File: config.mk
export PLATFORM = sky130hd
export DESIGN_NAME = cascaded_position_velocity_pi_unit
export DESIGN_NICKNAME = d
export VERILOG_FILES = /design/src/rtl/core/cpv_pkg.sv /design/src/rtl/core/cpv_ctrl.sv /design/src/rtl/core/cpv_datapath.sv /design/src/rtl/core/cascaded_position_velocity_pi_unit.sv
export SDC_FILE = /design/constraint.sdc
export NUM_CORES = 2
export LEC_CHECK = 0
export BUFFER_PORTS_ARGS = -buffer_cell sky130_fd_sc_hd__buf_2
export CORE_UTILIZATION = 59
export CTS_CLUSTER_SIZE = 20
export DETAILED_ROUTE_END_ITERATION = 8
export GPL_ROUTABILITY_DRIVEN = 0
export GPL_TIMING_DRIVEN = 0
export PLACE_DENSITY = 0.77
export SYNTH_ARGS = -nofsm -noshare
export SYNTH_HDL_FRONTEND = slang
export SYNTH_SLANG_ARGS = --single-unit
File: constraint.sdc
create_clock -name clk_i -period 8.17 [get_ports clk_i]
set_clock_uncertainty 0.05 [all_clocks]
set_input_delay 1.634 -clock clk_i [delete_from_list [all_inputs] [get_ports clk_i]]
set_output_delay 1.634 -clock clk_i [all_outputs]
set_load 0.02 [all_outputs]
File: src/rtl/core/cpv_pkg.sv
// Shared types and constants for the cascaded position/velocity PI unit.
// Used by the controller, the datapath, the top level and the checker.
// Depends on nothing.
package cpv_pkg;

  // Fixed widths of the gain and limit registers and of the write port
  localparam int unsigned GAIN_W     = 16;
  localparam int unsigned LIMIT_W    = 23;
  localparam int unsigned CFG_DATA_W = 23;
  localparam int unsigned CFG_IDX_W  = 3;

  // Register indexes on the write port
  localparam logic [CFG_IDX_W-1:0] REG_GAIN_POS_PROP  = 3'd0;
  localparam logic [CFG_IDX_W-1:0] REG_GAIN_POS_INTEG = 3'd1;
  localparam logic [CFG_IDX_W-1:0] REG_GAIN_VEL_PROP  = 3'd2;
  localparam logic [CFG_IDX_W-1:0] REG_GAIN_VEL_INTEG = 3'd3;
  localparam logic [CFG_IDX_W-1:0] REG_INTEG_LIMIT    = 3'd4;

  // Sequencer states
  typedef enum logic [2:0] {
    ST_IDLE,
    ST_MUL_PP,
    ST_MUL_PI,
    ST_VEL_CMD,
    ST_MUL_VP,
    ST_MUL_VI,
    ST_FINISH
  } state_e;

  // Operand pair for the shared multiplier
  typedef enum logic [1:0] {
    MUL_POS_PROP,
    MUL_POS_INTEG,
    MUL_VEL_PROP,
    MUL_VEL_INTEG
  } mul_sel_e;

  // Controller to datapath commands
  typedef struct packed {
    logic     load;      // capture item, form position error
    logic     mul_en;    // advance product and accumulator registers
    mul_sel_e mul_sel;
    logic     cmd_step;  // form velocity command and speed error, step position integral
    logic     out_load;  // form drive value, step velocity integral, fill output register
  } cmd_t;

  // Datapath to controller status
  typedef struct packed {
    logic out_stall;     // output register holds an item that is not taken this cycle
  } status_t;

endpackage

File: src/rtl/core/cpv_ctrl.sv
// Sequencer for the cascaded PI unit: steps one item through the shared multiplier.
// Depends on cpv_pkg.
module cpv_ctrl (
  input  logic            clk_i,
  input  logic            rst_ni,
  input  logic            in_valid_i,
  output logic            in_ready_o,
  input  cpv_pkg::status_t status_i,
  output cpv_pkg::cmd_t    cmd_o
);

  cpv_pkg::state_e state_q, state_d;

  // State register
  always_ff @(posedge clk_i or negedge rst_ni) begin
    if (!rst_ni) begin
      state_q <= cpv_pkg::ST_IDLE;
    end else begin
      state_q <= state_d;
    end
  end

  // Next state and commands
  always_comb begin
    state_d          = state_q;
    in_ready_o       = 1'b0;
    cmd_o.load       = 1'b0;
    cmd_o.mul_en     = 1'b0;
    cmd_o.mul_sel    = cpv_pkg::MUL_POS_PROP;
    cmd_o.cmd_step   = 1'b0;
    cmd_o.out_load   = 1'b0;
    case (state_q)
      cpv_pkg::ST_IDLE: begin
        in_ready_o = 1'b1;
        if (in_valid_i) begin
          cmd_o.load = 1'b1;
          state_d    = cpv_pkg::ST_MUL_PP;
        end
      end
      cpv_pkg::ST_MUL_PP: begin
        cmd_o.mul_en  = 1'b1;
        cmd_o.mul_sel = cpv_pkg::MUL_POS_PROP;
        state_d       = cpv_pkg::ST_MUL_PI;
      end
      cpv_pkg::ST_MUL_PI: begin
        cmd_o.mul_en  = 1'b1;
        cmd_o.mul_sel = cpv_pkg::MUL_POS_INTEG;
        state_d       = cpv_pkg::ST_VEL_CMD;
      end
      cpv_pkg::ST_VEL_CMD: begin
        cmd_o.cmd_step = 1'b1;
        state_d        = cpv_pkg::ST_MUL_VP;
      end
      cpv_pkg::ST_MUL_VP: begin
        cmd_o.mul_en  = 1'b1;
        cmd_o.mul_sel = cpv_pkg::MUL_VEL_PROP;
        state_d       = cpv_pkg::ST_MUL_VI;
      end
      cpv_pkg::ST_MUL_VI: begin
        cmd_o.mul_en  = 1'b1;
        cmd_o.mul_sel = cpv_pkg::MUL_VEL_INTEG;
        state_d       = cpv_pkg::ST_FINISH;
      end
      cpv_pkg::ST_FINISH: begin
        // hold until the output register can take the item
        if (!status_i.out_stall) begin
          cmd_o.out_load = 1'b1;
          state_d        = cpv_pkg::ST_IDLE;
        end
      end
      default: begin
        state_d = cpv_pkg::ST_IDLE;
      end
    endcase
  end

endmodule

File: src/rtl/core/cpv_datapath.sv
// Datapath of the cascaded PI unit: gain registers, integrators, shared multiplier,
// saturation and the output register. Depends on cpv_pkg.
module cpv_datapath #(
  parameter int unsigned DATA_WIDTH     = 16,
  parameter int unsigned INTEG_WIDTH    = 24,
  parameter int unsigned GAIN_FRAC_BITS = 8
) (
  input  logic                                clk_i,
  input  logic                                rst_ni,
  input  logic                                cfg_we_i,
  input  logic [cpv_pkg::CFG_IDX_W-1:0]       cfg_idx_i,
  input  logic [cpv_pkg::CFG_DATA_W-1:0]      cfg_wdata_i,
  input  logic signed [DATA_WIDTH-1:0]        ref_position_i,
  input  logic signed [DATA_WIDTH-1:0]        meas_position_i,
  input  logic signed [DATA_WIDTH-1:0]        meas_speed_i,
  input  cpv_pkg::cmd_t                       cmd_i,
  output cpv_pkg::status_t                    status_o,
  output logic                                out_valid_o,
  input  logic                                out_ready_i,
  output logic signed [DATA_WIDTH-1:0]        drive_value_o,
  output logic                                drive_saturated_o
);

  localparam int unsigned GW = cpv_pkg::GAIN_W;
  localparam int unsigned LW = cpv_pkg::LIMIT_W;
  localparam int unsigned BW = (DATA_WIDTH > INTEG_WIDTH) ? DATA_WIDTH : INTEG_WIDTH;
  localparam int unsigned PW = GW + BW;
  localparam int unsigned SW = PW + 1;
  localparam int unsigned CW = ((INTEG_WIDTH > LW) ? INTEG_WIDTH : LW) + 2;

  localparam logic signed [DATA_WIDTH-1:0] DMAX = {1'b0, {(DATA_WIDTH-1){1'b1}}};
  localparam logic signed [DATA_WIDTH-1:0] DMIN = {1'b1, {(DATA_WIDTH-1){1'b0}}};
  localparam logic signed [SW-1:0] SMAX = SW'(DMAX);
  localparam logic signed [SW-1:0] SMIN = SW'(DMIN);
  localparam logic [INTEG_WIDTH-1:0] ITOP = {1'b0, {(INTEG_WIDTH-1){1'b1}}};
  localparam logic [GW-1:0] GAIN_ONE = GW'(1) << GAIN_FRAC_BITS;

  // Saturate a widened value to the data range
  function automatic logic signed [DATA_WIDTH-1:0] sat_data(input logic signed [SW-1:0] v);
    logic signed [DATA_WIDTH-1:0] r;
    if (v > SMAX) begin
      r = DMAX;
    end else if (v < SMIN) begin
      r = DMIN;
    end else begin
      r = v[DATA_WIDTH-1:0];
    end
    return r;
  endfunction

  function automatic logic clipped(input logic signed [SW-1:0] v);
    return (v > SMAX) || (v < SMIN);
  endfunction

  // Clamp an integrator sum to [-lim, +lim]
  function automatic logic signed [INTEG_WIDTH-1:0] clamp_integ(
    input logic signed [CW-1:0] v,
    input logic signed [CW-1:0] lim
  );
    logic signed [CW-1:0] r;
    if (v > lim) begin
      r = lim;
    end else if (v < -lim) begin
      r = -lim;
    end else begin
      r = v;
    end
    return r[INTEG_WIDTH-1:0];
  endfunction

  // Configuration and integrator state
  logic signed [GW-1:0]          kpp_q, kip_q, kpv_q, kiv_q;
  logic [LW-1:0]                 limit_q;
  logic signed [INTEG_WIDTH-1:0] pint_q, pint_d, vint_q, vint_d;
  logic                          out_valid_q, out_valid_d;

  // Working registers
  logic signed [DATA_WIDTH-1:0]  perr_q, perr_d, spd_q, serr_q, serr_d;
  logic signed [DATA_WIDTH-1:0]  out_value_q, out_value_d;
  logic                          flag_q, flag_d, out_sat_q;
  logic signed [PW-1:0]          prod_q, prod_d, acc_q;

  // Combinational helpers
  logic signed [GW-1:0]          mul_a;
  logic signed [BW-1:0]          mul_b;
  logic signed [SW-1:0]          sum_w, shift_w, perr_w, serr_w;
  logic signed [DATA_WIDTH-1:0]  cp_w, drv_w;
  logic signed [CW-1:0]          lim_w;
  logic [CW-1:0]                 lim_cfg_w, lim_top_w;

  // Effective clamp magnitude
  assign lim_cfg_w = CW'(limit_q);
  assign lim_top_w = CW'(ITOP);
  assign lim_w     = (lim_cfg_w < lim_top_w) ? $signed(lim_cfg_w) : $signed(lim_top_w);

  // Select multiplier operands
  always_comb begin
    case (cmd_i.mul_sel)
      cpv_pkg::MUL_POS_PROP: begin
        mul_a = kpp_q;
        mul_b = BW'(perr_q);
      end
      cpv_pkg::MUL_POS_INTEG: begin
        mul_a = kip_q;
        mul_b = BW'(pint_q);
      end
      cpv_pkg::MUL_VEL_PROP: begin
        mul_a = kpv_q;
        mul_b = BW'(serr_q);
      end
      cpv_pkg::MUL_VEL_INTEG: begin
        mul_a = kiv_q;
        mul_b = BW'(vint_q);
      end
      default: begin
        mul_a = kpp_q;
        mul_b = BW'(perr_q);
      end
    endcase
  end

  assign prod_d = PW'(mul_a) * PW'(mul_b);

  // Sum the two gain products and drop the fraction bits (floor)
  assign sum_w   = SW'(acc_q) + SW'(prod_q);
  assign shift_w = sum_w >>> GAIN_FRAC_BITS;

  // Position error, velocity command, speed error, drive value
  assign perr_w = SW'(ref_position_i) - SW'(meas_position_i);
  assign perr_d = sat_data(perr_w);
  assign cp_w   = sat_data(shift_w);
  assign serr_w = SW'(cp_w) - SW'(spd_q);
  assign serr_d = sat_data(serr_w);
  assign drv_w  = sat_data(shift_w);

  // Saturation flag and output register contents
  always_comb begin
    flag_d      = flag_q;
    out_value_d = out_value_q;
    if (cmd_i.load) begin
      flag_d = clipped(perr_w);
    end else if (cmd_i.cmd_step) begin
      flag_d = flag_q | clipped(shift_w) | clipped(serr_w);
    end
    if (cmd_i.out_load) begin
      out_value_d = drv_w;
    end
  end

  // Integrator steps, one per item each
  always_comb begin
    pint_d = pint_q;
    vint_d = vint_q;
    if (cmd_i.cmd_step) begin
      pint_d = clamp_integ(CW'(pint_q) + CW'(perr_q), lim_w);
    end
    if (cmd_i.out_load) begin
      vint_d = clamp_integ(CW'(vint_q) + CW'(serr_q), lim_w);
    end
  end

  // Output valid: set on load, drop once taken
  always_comb begin
    out_valid_d = out_valid_q;
    if (cmd_i.out_load) begin
      out_valid_d = 1'b1;
    end else if (out_ready_i) begin
      out_valid_d = 1'b0;
    end
  end

  assign status_o.out_stall = out_valid_q & ~out_ready_i;

  // Registers with reset values
  always_ff @(posedge clk_i or negedge rst_ni) begin
    if (!rst_ni) begin
      kpp_q       <= GAIN_ONE;
      kip_q       <= GAIN_ONE;
      kpv_q       <= GAIN_ONE;
      kiv_q       <= GAIN_ONE;
      limit_q     <= {LW{1'b1}};
      pint_q      <= '0;
      vint_q      <= '0;
      out_valid_q <= 1'b0;
    end else begin
      pint_q      <= pint_d;
      vint_q      <= vint_d;
      out_valid_q <= out_valid_d;
      if (cfg_we_i) begin
        case (cfg_idx_i)
          cpv_pkg::REG_GAIN_POS_PROP:  kpp_q   <= cfg_wdata_i[GW-1:0];
          cpv_pkg::REG_GAIN_POS_INTEG: kip_q   <= cfg_wdata_i[GW-1:0];
          cpv_pkg::REG_GAIN_VEL_PROP:  kpv_q   <= cfg_wdata_i[GW-1:0];
          cpv_pkg::REG_GAIN_VEL_INTEG: kiv_q   <= cfg_wdata_i[GW-1:0];
          cpv_pkg::REG_INTEG_LIMIT:    limit_q <= cfg_wdata_i[LW-1:0];
          default: begin
          end
        endcase
      end
    end
  end

  // Payload registers
  always_ff @(posedge clk_i) begin
    flag_q      <= flag_d;
    out_value_q <= out_value_d;
    if (cmd_i.load) begin
      perr_q <= perr_d;
      spd_q  <= meas_speed_i;
    end
    if (cmd_i.mul_en) begin
      prod_q <= prod_d;
      acc_q  <= prod_q;
    end
    if (cmd_i.cmd_step) begin
      serr_q <= serr_d;
    end
    if (cmd_i.out_load) begin
      out_sat_q <= flag_q | clipped(shift_w);
    end
  end

  assign out_valid_o       = out_valid_q;
  assign drive_value_o     = out_value_q;
  assign drive_saturated_o = out_sat_q;

endmodule

File: src/rtl/core/cascaded_position_velocity_pi_unit.sv
// Channel   | Signals                                         | Direction
// ----------+-------------------------------------------------+----------
// config    | cfg_we_i, cfg_idx_i, cfg_wdata_i                | in
// input     | in_valid_i/in_ready_o, ref_position_i,          | in
//           | meas_position_i, meas_speed_i                   |
// result    | out_valid_o/out_ready_i, drive_value_o,         | out
//           | drive_saturated_o                               |
//
// An accepted item passes the position products, the velocity command, the
// velocity products and a finish step into the output register; the single shared
// 16 x 24 multiplier forms the four gain products in turn, one item at a time.
// Reset restores the default gains (1.0), the full clamp limit and zero integrals.
// A result not taken holds the sequencer in its last step; the next item waits.
// Top level: sequencer and datapath. Depends on cpv_pkg, cpv_ctrl, cpv_datapath.
module cascaded_position_velocity_pi_unit #(
  parameter int unsigned DATA_WIDTH     = 16,
  parameter int unsigned INTEG_WIDTH    = 24,
  parameter int unsigned GAIN_FRAC_BITS = 8
) (
  input  logic                           clk_i,
  input  logic                           rst_ni,
  input  logic                           cfg_we_i,
  input  logic [cpv_pkg::CFG_IDX_W-1:0]  cfg_idx_i,
  input  logic [cpv_pkg::CFG_DATA_W-1:0] cfg_wdata_i,
  input  logic                           in_valid_i,
  output logic                           in_ready_o,
  input  logic signed [DATA_WIDTH-1:0]   ref_position_i,
  input  logic signed [DATA_WIDTH-1:0]   meas_position_i,
  input  logic signed [DATA_WIDTH-1:0]   meas_speed_i,
  output logic                           out_valid_o,
  input  logic                           out_ready_i,
  output logic signed [DATA_WIDTH-1:0]   drive_value_o,
  output logic                           drive_saturated_o
);

  cpv_pkg::cmd_t    cmd;
  cpv_pkg::status_t status;

  // Sequencer
  cpv_ctrl u_ctrl (
    .clk_i      (clk_i),
    .rst_ni     (rst_ni),
    .in_valid_i (in_valid_i),
    .in_ready_o (in_ready_o),
    .status_i   (status),
    .cmd_o      (cmd)
  );

  // Arithmetic and state
  cpv_datapath #(
    .DATA_WIDTH     (DATA_WIDTH),
    .INTEG_WIDTH    (INTEG_WIDTH),
    .GAIN_FRAC_BITS (GAIN_FRAC_BITS)
  ) u_datapath (
    .clk_i             (clk_i),
    .rst_ni            (rst_ni),
    .cfg_we_i          (cfg_we_i),
    .cfg_idx_i         (cfg_idx_i),
    .cfg_wdata_i       (cfg_wdata_i),
    .ref_position_i    (ref_position_i),
    .meas_position_i   (meas_position_i),
    .meas_speed_i      (meas_speed_i),
    .cmd_i             (cmd),
    .status_o          (status),
    .out_valid_o       (out_valid_o),
    .out_ready_i       (out_ready_i),
    .drive_value_o     (drive_value_o),
    .drive_saturated_o (drive_saturated_o)
  );

endmodule

==> impl_metrics.ini <==
[logic_synthesis]
yosysTopAreaCell = fa_1
ys_ff_latch = 285
syn_avg_cell_area_um2 = 9.33
syn_nets = 4423
ys_seq_area_share_pct = 23.2
synth_cell_types = 86
ys_warn_count = 0
synth_edf_count = 146
synth_most_common_cell = inv_1
synthTopCellsByCount = 514 x inv_1, 427 x nand2_1, 378 x fa_1
yosys.area.top_type_share_pct = 22.2
synth_area_leaders = fa_1 22%, edfxtp_1 13%, ha_1 12%
syn_area_um2 = 34100
ys.flop_type = edfxtp_1
syn_inst = 3652
synthArstFlopShare_pct = 48.8

[sta]
tightest_slew_ns = 1.32
tns_ns = -0.104
fmax_ghz = 0.121
final-hold-violation-count = 0
fin_crit_ns = 8.27
finalCritPeriodShare_pct = 101
timing.final.ws_setup_ns = -0.104
setup_viol = 1
drv_slew = 0
rsz0062_at_grt = yes
slew_headroom_pct = 11.8

[cts]
cts_tree = done
cts.clk_slew.worst_paths_ns = 0.07
htreeDepth = 1
cts_root_buf = clkbuf_16
numClockSinks = 285
cts_buffer_depth = 3
clk_latency_ns = 0.59
cts_made_buffers = 31

[worst_setup_path]
cp_slowest_cell = fa_1
slowest_delay_ns = 0.59
r2r_setup_slack_ns = -0.10
cp_max_fo = 10
r2r-end = u_datapath.prod_q[38]$_DFFE_PP_
end_kind = flop
critPathArrivalTime_ns = 8.62
endpoint = u_datapath.prod_q[38]$_DFFE_PP_
rr_startpoint = u_ctrl.state_q[0]$_DFFE_PN0P_
critical_path_class = reg -> reg
cp.required_ns = 8.52
worst-r2r-cell-count = 28
worst_path_most_repeated_cell = fa_1
start_kind = flop
cp-startpoint = u_ctrl.state_q[0]$_DFFE_PN0P_

[worst_hold_path]
holdPathStages = 0
hp-class = reg -> reg

[placement]
dpl_worst_slack_ns = -1.91
portBuffers = 96
post-dp-hpwl_mm = 80.8

[drt]
wl_per_cell_um = 22.0
via_per_inst = 6.18
firstDrtPassIters = 9
vias = 28565
drcViolationCount = 9
drt-total-wl_mm = 102
ant_nets = 0
drt_iter0_markers = 3174

[global_route]
grt_util_all_layers_pct = 34.2
grt-ovfl-total = 0
grt_max_degree = 101
first_global_vias = 27785
antenna_found_initial = 3
grt_pass1_wl_mm = 156

[die]
die_w_um = 242
die_area_um2 = 58700
placementRows = 87
fp.coreArea_um2 = 56700
initial_core_util_pct = 60.1
io_pins = 98
die_h_um = 242

[cells_and_area]
fin_nets = 4609
area_delta_synth_final_pct = 11.9
drive_above_1_share_pct = 14.3

[run_status]
violations = DRC, setup timing
status = finished, violations left

[flow_run]
drv_cap = 0
==> critical path, delay by kind of cell (launching register included) <==
kind                       cells  cell delay, ns
adders and majority gates      7            3.40
DFF                            1            0.51
buffers and inverters          5            0.67
AOI/OAI and AO/OA             12            2.76
and+or+nand+nor                4            0.68
==> routing by layer <==
layer  wire, um  global-route usage (%)  vias up  part of all wire (%)
met5        310                    2.29        -                  0.31
met4       6510                    16.5       12                   6.4
met3      12300                    8.92      400                    12
met2      41800                    49.8     1681                    41
met1      40700                    47.1    13689                    40
li1           -                       -    12783                     -
==> timing repair <==
action,CTS,global route
buffers inserted,23,30
pin swaps,16,30
setup endpoints to repair,26,8
resized for setup,175,97
hold buffers,0,0
==> per-stage QoR <==
stage               cell area, um^2  std cells  hold slack, ns  utilization (%)
CTS                           37600       4591           0.413             66.3
global placement              35500       4504           0.393             62.6
floorplan                     34100       3652           0.381                -
detailed placement            35700       4518           0.397             63.0
global route                  38100       4619           0.417             67.2
finish                        38100       4620           0.408             67.2
==> kinds of logic after synthesis <==
family                   Yosys count  share of synthesized area (%)
AO/OA/AOI/OAI                    709                           14.1
XOR/XNOR                         145                           3.73
adder cells (fa/ha/maj)          692                           33.8
buffers and inverters            651                           7.24
flip-flops                       285                           23.2
multiplexers                     135                           4.33
AND/OR/NAND/NOR                 1035                           13.6
==> cell type report <==
type / count / area, um^2
Antenna cell: 1 / 2.50
Buffer: 125 / 756
Clock buffer: 39 / 836
Clock inverter: 19 / 221
Fill cell: 4415 / 18600
Inverter: 515 / 1930
Multi-Input combinational cell: 2716 / 24400
Sequential cell: 285 / 7900
Tap cell: 756 / 946
Timing Repair Buffer: 164 / 1140
==> flip-flops by register name (all words and copies together), names as in the netlist, 23 cells and up <==
register	count
u_datapath.prod_q	40
u_datapath.acc_q	40
u_datapath.pint_q	24
u_datapath.limit_q	23
u_datapath.vint_q	24
==> cell usage in the layout, fill, tap and decap left out, types with 19 or more instances in the layout <==
cell type,count
inv_1,513
nand2_1,425
fa_1,373
ha_1,307
nor2_1,260
a21oi_1,180
edfxtp_1,146
o21ai_0,124
buf_2,115
xnor2_1,112
dfrtp_1,109
mux2_2,98
a21o_1,84
nand3_1,63
buf_4,56
clkbuf_1,54
nor3_1,50
nor2b_1,40
nand2b_1,36
mux2i_1,35
o21a_1,32
xor2_1,32
o311ai_0,32
clkbuf_16,31
nand4_1,30
dfstp_2,27
o211ai_1,23
a31oi_1,22
and2_1,21
a211oi_1,19
==> worst min-delay path by stage <==
stage	from	slack [ns]	endpoint
floorplan	u_datapath.prod_q[10]$_DFFE_PP_	0.38	u_datapath.acc_q[10]$_DFFE_PP_
global placement	u_datapath.prod_q[32]$_DFFE_PP_	0.39	u_datapath.acc_q[32]$_DFFE_PP_
detailed placement	u_datapath.prod_q[18]$_DFFE_PP_	0.40	u_datapath.acc_q[18]$_DFFE_PP_
CTS	u_datapath.prod_q[18]$_DFFE_PP_	0.41	u_datapath.acc_q[18]$_DFFE_PP_
global route	u_datapath.prod_q[24]$_DFFE_PP_	0.42	u_datapath.acc_q[24]$_DFFE_PP_
finish	u_datapath.prod_q[19]$_DFFE_PP_	0.41	u_datapath.acc_q[19]$_DFFE_PP_
Power is left out: the tool's default activity adds up to more than one toggle a clock period on the data nets, which glitch-free logic cannot reach.
